File: src/rtl/htt_pkg.sv
// Shared types and constants for the tagged handle table.
// No dependencies; used by every module of the block.
package htt_pkg;

	localparam int NUM_SLOTS_DEF = 16;
	localparam int TAG_W         = 24;
	localparam int SLOT_W        = 8;
	localparam int HANDLE_W      = TAG_W + SLOT_W;

	typedef enum logic [1:0] {
		CMD_CREATE = 2'd0,
		CMD_LOOKUP = 2'd1,
		CMD_DELETE = 2'd2
	} cmd_t;

	typedef enum logic [1:0] {
		ST_OK   = 2'd0,
		ST_FULL = 2'd1,
		ST_BAD  = 2'd2
	} status_t;

	// occupancy update from the result stage to the slot map
	typedef struct packed {
		logic              set;
		logic              clr;
		logic [SLOT_W-1:0] idx;
	} slot_upd_t;

endpackage

File: src/rtl/htt_tag_mem.sv
// Signature tag store: one write port, one read port, registered read data.
// Depends on htt_pkg.
module htt_tag_mem import htt_pkg::*; #(
	parameter int NUM_SLOTS = NUM_SLOTS_DEF
) (
	input  logic                                      clk,
	input  logic                                      wr_en,
	input  logic [(NUM_SLOTS > 1 ? $clog2(NUM_SLOTS) : 1)-1:0] wr_addr,
	input  logic [TAG_W-1:0]                          wr_data,
	input  logic                                      rd_en,
	input  logic [(NUM_SLOTS > 1 ? $clog2(NUM_SLOTS) : 1)-1:0] rd_addr,
	output logic [TAG_W-1:0]                          rd_data
);

	logic [TAG_W-1:0] mem [NUM_SLOTS];

	always_ff @(posedge clk) begin
		if (wr_en) begin
			mem[wr_addr] <= wr_data;
		end
	end

	always_ff @(posedge clk) begin
		if (rd_en) begin
			rd_data <= mem[rd_addr];
		end
	end

endmodule

File: src/rtl/htt_slot_map.sv
// Occupancy flags per slot, lowest-free-slot search and flag lookup.
// Depends on htt_pkg.
module htt_slot_map import htt_pkg::*; #(
	parameter int NUM_SLOTS = NUM_SLOTS_DEF
) (
	input  logic              clk,
	input  logic              arst_n,
	input  slot_upd_t         upd,
	input  logic [SLOT_W-1:0] query_idx,
	output logic              query_used,
	output logic              free_found,
	output logic [SLOT_W-1:0] free_idx
);

	localparam int IDX_W = NUM_SLOTS > 1 ? $clog2(NUM_SLOTS) : 1;

	logic [NUM_SLOTS-1:0] used_q;

	always_ff @(posedge clk or negedge arst_n) begin
		if (!arst_n) begin
			used_q <= '0;
		end else if (upd.set) begin
			used_q[upd.idx[IDX_W-1:0]] <= 1'b1;
		end else if (upd.clr) begin
			used_q[upd.idx[IDX_W-1:0]] <= 1'b0;
		end
	end

	// caller guarantees query_idx is in range before trusting this
	assign query_used = used_q[query_idx[IDX_W-1:0]];

	// priority encode, lowest index wins
	always_comb begin
		free_found = 1'b0;
		free_idx   = '0;
		for (int i = NUM_SLOTS - 1; i >= 0; i--) begin
			if (!used_q[i]) begin
				free_found = 1'b1;
				free_idx   = SLOT_W'(i);
			end
		end
	end

endmodule

File: src/rtl/tagged_handle_table.sv
// Tagged handle table top level: command intake, result stage, output register.
// Depends on htt_pkg, htt_tag_mem, htt_slot_map.
//
//  channel | valid     | stall     | word fields
//  --------+-----------+-----------+------------------------------
//  command | cmd_valid | cmd_stall | cmd, handle_in, random_tag
//  result  | rsp_valid | rsp_stall | status, handle_out, slot
//
// Accepting a command issues the tag memory read and picks the lowest free
// slot; the result stage then, once the result register can take a word,
// compares the tag, updates the slot flags and memory, and loads the result
// register. No new command is taken while the result stage holds one.
// Reset frees every slot at once; tags are not cleared.
// A stalled result holds the result stage, which in turn stalls commands.
module tagged_handle_table import htt_pkg::*; #(
	parameter int NUM_SLOTS = NUM_SLOTS_DEF
) (
	input  logic                clk,
	input  logic                arst_n,
	input  logic                cmd_valid,
	output logic                cmd_stall,
	input  logic [1:0]          cmd,
	input  logic [HANDLE_W-1:0] handle_in,
	input  logic [TAG_W-1:0]    random_tag,
	output logic                rsp_valid,
	input  logic                rsp_stall,
	output logic [1:0]          status,
	output logic [HANDLE_W-1:0] handle_out,
	output logic [SLOT_W-1:0]   slot
);

	localparam int IDX_W = NUM_SLOTS > 1 ? $clog2(NUM_SLOTS) : 1;

	logic              cmd_fire;
	logic              s1_go;
	logic              s1_valid_q;
	logic [1:0]        cmd_s1;
	logic [TAG_W-1:0]  tag_s1;
	logic [SLOT_W-1:0] idx_s1;
	logic              in_range_s1;
	logic              found_s1;

	logic              free_found;
	logic [SLOT_W-1:0] free_idx;
	logic              query_used;
	logic [TAG_W-1:0]  rd_tag;
	logic              in_range;
	logic              hit;
	slot_upd_t         upd;

	status_t             res_status;
	logic [HANDLE_W-1:0] res_handle;
	logic [SLOT_W-1:0]   res_slot;

	logic                rsp_valid_q;
	logic [1:0]          status_q;
	logic [HANDLE_W-1:0] handle_q;
	logic [SLOT_W-1:0]   slot_q;

	assign cmd_stall = s1_valid_q;
	assign cmd_fire  = cmd_valid && !s1_valid_q;
	assign s1_go     = s1_valid_q && (!rsp_valid_q || !rsp_stall);
	assign in_range  = {1'b0, handle_in[SLOT_W-1:0]} < (SLOT_W + 1)'(NUM_SLOTS);

	always_ff @(posedge clk or negedge arst_n) begin
		if (!arst_n) begin
			s1_valid_q <= 1'b0;
		end else if (cmd_fire) begin
			s1_valid_q <= 1'b1;
		end else if (s1_go) begin
			s1_valid_q <= 1'b0;
		end
	end

	always_ff @(posedge clk) begin
		if (cmd_fire) begin
			cmd_s1      <= cmd;
			in_range_s1 <= in_range;
			found_s1    <= free_found;
			if (cmd_t'(cmd) == CMD_CREATE) begin
				tag_s1 <= random_tag;
				idx_s1 <= free_idx;
			end else begin
				tag_s1 <= handle_in[HANDLE_W-1:SLOT_W];
				idx_s1 <= handle_in[SLOT_W-1:0];
			end
		end
	end

	htt_slot_map #(.NUM_SLOTS(NUM_SLOTS)) u_slot_map (
		.clk        (clk),
		.arst_n     (arst_n),
		.upd        (upd),
		.query_idx  (idx_s1),
		.query_used (query_used),
		.free_found (free_found),
		.free_idx   (free_idx)
	);

	htt_tag_mem #(.NUM_SLOTS(NUM_SLOTS)) u_tag_mem (
		.clk     (clk),
		.wr_en   (upd.set),
		.wr_addr (idx_s1[IDX_W-1:0]),
		.wr_data (tag_s1),
		.rd_en   (cmd_fire),
		.rd_addr (handle_in[IDX_W-1:0]),
		.rd_data (rd_tag)
	);

	assign hit = in_range_s1 && query_used && (rd_tag == tag_s1);

	always_comb begin
		res_status = ST_BAD;
		res_handle = '0;
		res_slot   = '0;
		upd.set    = 1'b0;
		upd.clr    = 1'b0;
		upd.idx    = idx_s1;
		unique case (cmd_t'(cmd_s1))
			CMD_CREATE: begin
				if (found_s1) begin
					res_status = ST_OK;
					res_handle = {tag_s1, idx_s1};
					res_slot   = idx_s1;
					upd.set    = s1_go;
				end else begin
					res_status = ST_FULL;
				end
			end
			CMD_LOOKUP: begin
				if (hit) begin
					res_status = ST_OK;
					res_slot   = idx_s1;
				end
			end
			CMD_DELETE: begin
				if (hit) begin
					res_status = ST_OK;
					res_slot   = idx_s1;
					upd.clr    = s1_go;
				end
			end
			default: begin
				res_status = ST_BAD;
			end
		endcase
	end

	always_ff @(posedge clk or negedge arst_n) begin
		if (!arst_n) begin
			rsp_valid_q <= 1'b0;
		end else if (s1_go) begin
			rsp_valid_q <= 1'b1;
		end else if (!rsp_stall) begin
			rsp_valid_q <= 1'b0;
		end
	end

	always_ff @(posedge clk) begin
		if (s1_go) begin
			status_q <= res_status;
			handle_q <= res_handle;
			slot_q   <= res_slot;
		end
	end

	assign rsp_valid  = rsp_valid_q;
	assign status     = status_q;
	assign handle_out = handle_q;
	assign slot       = slot_q;

	// a command in the result stage is never dropped
	a_s1_kept: assert property (@(posedge clk) disable iff (!arst_n)
		s1_valid_q && !s1_go |=> s1_valid_q)
		else $error("result stage lost a command");

	a_upd_excl: assert property (@(posedge clk) disable iff (!arst_n)
		!(upd.set && upd.clr))
		else $error("slot set and cleared together");

	a_fail_zero: assert property (@(posedge clk) disable iff (!arst_n)
		rsp_valid_q && (status_q != ST_OK) |-> (handle_q == '0) && (slot_q == '0))
		else $error("failed result carries nonzero handle or slot");

	a_handle_slot: assert property (@(posedge clk) disable iff (!arst_n)
		rsp_valid_q && (status_q == ST_OK) && (handle_q != '0)
		|-> handle_q[SLOT_W-1:0] == slot_q)
		else $error("created handle disagrees with slot");

endmodule

File: config.mk
export PLATFORM = sky130hd
export DESIGN_NAME = tagged_handle_table
export DESIGN_NICKNAME = d
export VERILOG_FILES = /design/src/rtl/htt_pkg.sv /design/src/rtl/htt_tag_mem.sv /design/src/rtl/htt_slot_map.sv /design/src/rtl/tagged_handle_table.sv
export SDC_FILE = /design/constraint.sdc
export NUM_CORES = 1
export LEC_CHECK = 0
export BUFFER_PORTS_ARGS = -buffer_cell sky130_fd_sc_hd__buf_2
export CAP_MARGIN = 20
export CELL_PAD_IN_SITES_DETAIL_PLACEMENT = 0
export CELL_PAD_IN_SITES_GLOBAL_PLACEMENT = 1
export CORE_UTILIZATION = 48
export DETAILED_ROUTE_END_ITERATION = 8
export PLACE_DENSITY_LB_ADDON = 0.1
export SLEW_MARGIN = 20
export SYNTH_ARGS = -nofsm -noshare
export SYNTH_HDL_FRONTEND = slang
export SYNTH_HIERARCHICAL = 1
export SYNTH_SLANG_ARGS = --single-unit
File: constraint.sdc
create_clock -name clk -period 6.79 [get_ports clk]
set_clock_uncertainty 0.1 [all_clocks]
set_input_delay 0.3395 -clock clk [delete_from_list [all_inputs] [get_ports clk]]
set_output_delay 0.3395 -clock clk [all_outputs]
set_load 0.02 [all_outputs]
==> metrics, run 1 <==
R2R setup slack=2.59 ns; Top FF cell, synth=edfxtp_1; Final Critical Period=4.20 ns; diode count=0; CTS Root Cell=clkbuf_16; Synth Warn #=6; Final Cycle Share=61.9%; Global Route Usage Sum=23.1%; gpl congestion=0.841; Via-to-Cell Ratio=5.82; Slowest-stage cell, CP=ha_1; Hold Slack=0.0210 ns; static leakage=0.00792 uW; Hold WC Path Type=input port to flip-flop; Core Area=40800 um2; drt pass-1 iters=5; WP data required=6.95 ns; remaining global-route overflow=0; Chip Width=205 um; total of max-cap violations=0; async set-reset flop share out of synthesis=3.57%; CTS Sinks=504; initial antenna violation count=2; Avg Cell Area, Syn=19.9 um2; register area share after synthesis=75.7%; outcome=finished clean; Die Area=42200 um2; DIE HEIGHT=205 um; crit path DAT=4.36 ns; library cells used by synthesis=45; DRC viols=0; first-pass GRT wire length=68400 um; Worst setup SP type=flip-flop; Setup TNS Final=0 ns; CP bufs+invs=3; Mapped Area=19900 um2; Worst path most repeated cell=buf_4; RSZ-0062 raised after global routing=false; Cells after Synth=999; pin count of the biggest net entering global routing=98; Power Dens Cells=326 nW/um2; via count=10300; max_slew headroom=28.9%; vias in the first global route=10100; Detail Route Antenna Nets=0; number of flops mapped to enable cells by yosys=486; Skew-Pair Late Insertion Delay=0.58 ns; final count of negative-setup-slack endpoints=0; drt wl/cell=26.9 um; H-tree depth=2; worst vdd ir=213 uV; crit-path leading delay family=simple AND/OR/NAND/NOR gates; crit path cell chain=inv_1 -> ha_1 -> nand2_1 -> nor2b_1 -> buf_4 -> or3b_2 -> nor3_2 -> buf_4; drt initial violations=884; Synth Register Bits=504; growth of design area from synthesis to finish=18.0%; HPWL after DPL=28700 um; port bufs=105; Site Rows=74; fin. max-slew vios=0; critical path type=flip-flop to flip-flop; Least-Margin Pin Slew=1.06 ns; Worst Setup End Kind=flip-flop; Max Freq=238 MHz; Hold Fails Final Rpt=0; CP Max Fanout=26; io pins=106; clock-pin slew on the worst setup and hold paths=0.06 ns; CP max stage delay=0.73 ns; CTS tree=yes; CTS Buffer Depth=3; total CTS buffers=50; Initial Util=48.7%; total wire length=47500 um; Final #Nets=1259; layout cells sized above 1=30.7%
==> kinds of logic after synthesis <==
kind of cell	after synthesis	synth area share, %
other cells	1	0.0189
buf+inv	65	1.59
fa+ha+maj	3	0.189
compound gates	74	2.74
mux	149	14.2
flops	504	75.7
simple gates	179	4.48
xor+xnor	24	1.06
==> timing repair <==
item                      in CTS  in global routing
hold endpoints to repair      51                  0
resized for setup              0                  0
buffers inserted               0                  0
hold buffers                  57                  0
==> stage by stage <==
stage / worst slack (ns) / cell area, um2 / util [%] / power, uW / instances
2_1_floorplan: 0.999 / 19900 / - / 4430 / 1002
3_3_place_gp: 2.61 / 21200 / 51.9 / 4860 / 1616
3_5_place_dp: 2.54 / 21200 / 51.9 / 4870 / 1616
4_1_cts: 2.54 / 23400 / 57.4 / 7710 / 1767
5_1_grt: 2.22 / 23500 / 57.4 / 7900 / 1768
6_report: 2.59 / 23500 / 57.4 / 7640 / 1768
==> synth_stat cells (all sizes together), types with 3 or more instances <==
library cell	number	area, um2
clkbuf	26	97.6
o31ai	9	67.6
nor3	12	60.1
o21ai	4	20.0
nand4	13	81.3
nand2b	5	31.3
or3	3	18.8
xor2	24	210
nor4	10	83.8
nor2b	5	31.3
nand3	3	15.0
ha	3	37.5
inv	17	63.8
dfrtp	18	450
and3	23	145
a21oi	3	15.0
edfxtp	486	14600
nand2	47	176
a22oi	48	360
mux4	101	2290
buf	22	154
mux2	48	541
nor2	51	191
==> final cells by class <==
| type | count | area (um2) |
|---|---|---|
| Tap cell | 532 | 666 |
| Clock buffer | 61 | 1360 |
| Sequential cell | 504 | 15000 |
| Clock inverter | 33 | 329 |
| Timing Repair Buffer | 188 | 1310 |
| Inverter | 17 | 63.8 |
| Fill cell | 3102 | 17400 |
| Multi-Input combinational cell | 433 | 4680 |
==> state kept, by name, indices dropped and copies added, names as in the netlist, named ones only <==
| name | count |
|---|---|
| tag_s1 | 24 |
| cmd_stall | 1 |
| in_range_s1 | 1 |
| rsp_valid | 1 |
| status | 2 |
| u_tag_mem/rd_data | 24 |
| found_s1 | 1 |
| idx_s1 | 8 |
| u_tag_mem/mem | 384 |
| handle_out | 32 |
| slot | 8 |
| cmd_s1 | 2 |
==> power breakdown <==
part / leakage, uW / total (uW) / internal (uW) / switching, uW
logic: 0.00243 / 887 / 286 / 602
registers: 0.00467 / 3940 / 3750 / 185
clock network: 0.000816 / 2810 / 1650 / 1160
==> path summary, 6_finish.rpt <==
| check | from | endpoint | cells after the start |
|---|---|---|---|
| setup / recovery | cmd_s1[0] | u_tag_mem/mem[0][15] | 8 |
| hold / removal | random_tag[22] | tag_s1[22] | 2 |
| setup reg to reg | cmd_s1[0] | u_tag_mem/mem[0][15] | 8 |
| hold reg to reg | rsp_valid | rsp_valid | 1 |
| max in group asynchronous | arst_n | async pin | 2 |
| min in group asynchronous | arst_n | async pin | 2 |
==> cell usage in the layout, fill, tap and decap left out, types with 9 or more instances in the layout <==
cell | synthesis | routed
edfxtp_1 | 486 | 486
buf_2 | 12 | 104
mux4_2 | 97 | 97
dlygate4sd3_1 | 0 | 57
clkbuf_16 | 0 | 53
mux2_2 | 48 | 48
a22oi_1 | 48 | 48
nand2_1 | 47 | 47
nor2_1 | 51 | 37
buf_4 | 5 | 25
xor2_1 | 24 | 24
and3_1 | 22 | 22
dfrtp_1 | 18 | 18
inv_1 | 17 | 17
nor2_4 | 0 | 14
nand4_1 | 13 | 13
clkinv_2 | 0 | 11
o31ai_1 | 9 | 9
==> metal layers <==
layer	routed length [um]	GRT usage, %	vias to the layer above
li1	-	-	4477
met1	21300	34.8	5417
met2	21800	34.3	341
met3	3400	4.42	63
met4	985	6.93	0
met5	0	0	-
Power figures use the tool's default switching activity.
==> run 2, diff against run 1 <==
- ABC_AREA: unset -> 1
- CORE_UTILIZATION: 48 -> 49
- clock period: 6.79 -> 4.11 ns (I/O delays scaled with it)
==> run 2 against run 1 <==
Compared with the run above:
- combinational power grew 83%
- utilization grew 0.66 points
- sequential share of layout area shrank 5.7 points
- power grew 71%
- critical path depth grew 4
- final area grew 9.8%
- worst hold slack gained 0.16 ns
- final cell count grew 65%
- clock power grew 72%
==> metrics, run 2 <==
outcome=finished clean; crit path cell chain=mux2i_1 -> o211a_1 -> o31ai_1 -> nand4_1 -> nor2_1 -> nand3_1 -> nor3_1 -> nor2_1 -> nor3_1 -> nand2_1 -> nand2_1 -> o21ai_0; DRC viols=0; remaining global-route overflow=0; drt pass-1 iters=5; total of max-cap violations=0; Post-CTS Hold Fix Bufs=59; post-cts resize count=0; library cells used by synthesis=36; Site Rows=77; Core Area=44300 um2; critical path type=flip-flop to flip-flop; Slowest-stage cell, CP=edfxtp_1; DIE HEIGHT=214 um; Final Critical Period=3.49 ns; commonest cells after routing, fill and taps aside=631 x nand2_1, 486 x edfxtp_1, 373 x inv_1; CP max stage delay=0.84 ns; growth of design area from synthesis to finish=16.5%; top-area cell type share of the netlist area=66.0%; Hold WC Path Type=input port to flip-flop; top post-synthesis cells by area=edfxtp_1 66%, nand2_1 11%, nand3_1 7.0%, inv_1 6.4%, dfrtp_1 2.0%; WP data required=4.46 ns; clock-pin slew on the worst setup and hold paths=0.06 ns; Sequential Power Share=50.5%; Via-to-Cell Ratio=5.13; Cells after Synth=2117; Skew-Pair Late Insertion Delay=0.62 ns; HPWL after DPL=34600 um; Least-Margin Pin Slew=0.988 ns; Global Route Usage Sum=26.5%; Int Power=9540 uW; post-synth top area cell=edfxtp_1; commonest non-fill, non-tap cell in the layout=nand2_1; Die Area=46000 um2; Switching Share=26.9%; Synth Register Bits=504; crit path DAT=3.85 ns; Setup Fix Bufs, Post-CTS=0; pin count of the biggest net entering global routing=144; Worst Setup End Kind=flip-flop; total wire length=60000 um; via count=15000; static leakage=0.0110 uW; drt wl/cell=20.6 um; CTS tree=yes; Avg Cell Area, Syn=10.4 um2; number of flops mapped to enable cells by yosys=486; Synth Warn #=6; initial antenna violation count=2; Max Freq=286 MHz; Net Switching=3500 uW; CTS Sinks=504; Worst setup SP type=flip-flop; io pins=106; worst vdd ir=405 uV; Logic pwr share=12.4%; Hold Fails Final Rpt=0; drt initial violations=1360; Top FF cell, synth=edfxtp_1; Power Dens Cells=506 nW/um2; CP Max Fanout=23; Setup TNS Final=0 ns; max reg flops=384; gpl congestion=0.840; Final Cycle Share=85.0%; Initial Util=49.9%; max_slew headroom=34.0%; Post-synth top cells=631 x nand2_1, 486 x edfxtp_1, 375 x inv_1, 311 x nand3_1, 63 x nor2_1; vias in the first global route=14400; clock group share of total power=37.1%; register area share after synthesis=68.1%; top-count cell post-synth=nand2_1; port bufs=105; Final #Nets=2349; total CTS buffers=53; # fillers=3735; Util after Layout=58.1%; CTS Root Cell=clkbuf_16; Chip Width=214 um; final count of negative-setup-slack endpoints=0; fin. max-slew vios=0; H-tree depth=2; RSZ-0062 raised after global routing=false; Mapped Area=22100 um2; CTS Buffer Depth=3; Detail Route Antenna Nets=0; first-pass GRT wire length=89600 um; layout cells sized above 1=12.5%; async set-reset flop share out of synthesis=3.57%; Largest Register=u_tag_mem/mem
-- run 2: worst max-delay path, delay by kind of cell (launching register included) --
kind | cells | cell delay (ns)
AND/OR/NAND/NOR | 8 | 1.44
AO/OA/AOI/OAI | 3 | 0.76
multiplexers | 1 | 0.19
flip-flops | 1 | 0.84
-- run 2: layout make-up --
class | instances | area, um2 | area share, %
clock buffer | 64 | 1390 | 5.39
tap | 592 | 741 | 2.88
sequential | 504 | 15000 | 58.4
antenna | 1 | 2.50 | 0.00972
multi-input combinational | 1138 | 5280 | 20.5
clock inverter | 32 | 355 | 1.38
inverter | 387 | 1460 | 5.67
timing repair buffer | 200 | 1470 | 5.71
-- run 2: stage by stage --
stage	hold slack [ns]	worst slack, ns	cell area, um2	cells	total power, uW
global placement	0.0702	0.603	23400	2762	8240
CTS	0.177	0.619	25700	2917	13100
detailed placement	0.0757	0.634	23400	2762	8260
finish	0.184	0.615	25700	2918	13000
floorplan	-0.190	0.508	22100	2120	7530
global route	0.206	0.264	25700	2917	13500
-- run 2: final timing paths --
kind | depth (start not counted) | to | startpoint | slack [ns]
worst max-delay path | 12 | flip-flop | idx_s1[0] | 0.62
worst min-delay path | 5 | u_tag_mem/rd_data[4] | handle_in[2] | 0.18
worst max register to register | 12 | flip-flop | idx_s1[0] | 0.62
worst min register to register | 2 | rsp_valid | rsp_valid | 0.42
max in group asynchronous | 3 | cmd_stall | arst_n | 2.66
min in group asynchronous | 3 | async pin | arst_n | 0.71
-- run 2: kinds of logic (layout without fill, tap and decap cells) --
| family | Yosys count | in the layout | share of synthesized area (%) |
|---|---|---|---|
| fa+ha+maj | 3 | 3 | 0.170 |
| other cells | 1 | 5 | 0.0170 |
| buf+inv | 478 | 683 | 8.71 |
| mux | 34 | 34 | 1.72 |
| simple gates | 1036 | 1036 | 19.7 |
| compound gates | 56 | 56 | 1.42 |
| xor+xnor | 5 | 5 | 0.198 |
| flops | 504 | 504 | 68.1 |
-- run 2: power groups by stage --
stage | combinational [uW] | sequential, uW | clock [uW]
after CTS | 1630 | 6580 | 4920
after detailed placement | 1570 | 6690 | 0
after global routing | 1770 | 6630 | 5090
after floorplan | 770 | 6760 | 0
after global placement | 1570 | 6670 | 0
final | 1620 | 6580 | 4840
-- run 2: metal layers --
metal  up-vias  wire length (um)  track usage [%]
li1       7230                 -                -
met1      7192             26500             37.1
met2       441             28300             42.7
met3        92              3470             3.66
met4         4              1580             9.14
met5         -                31                0
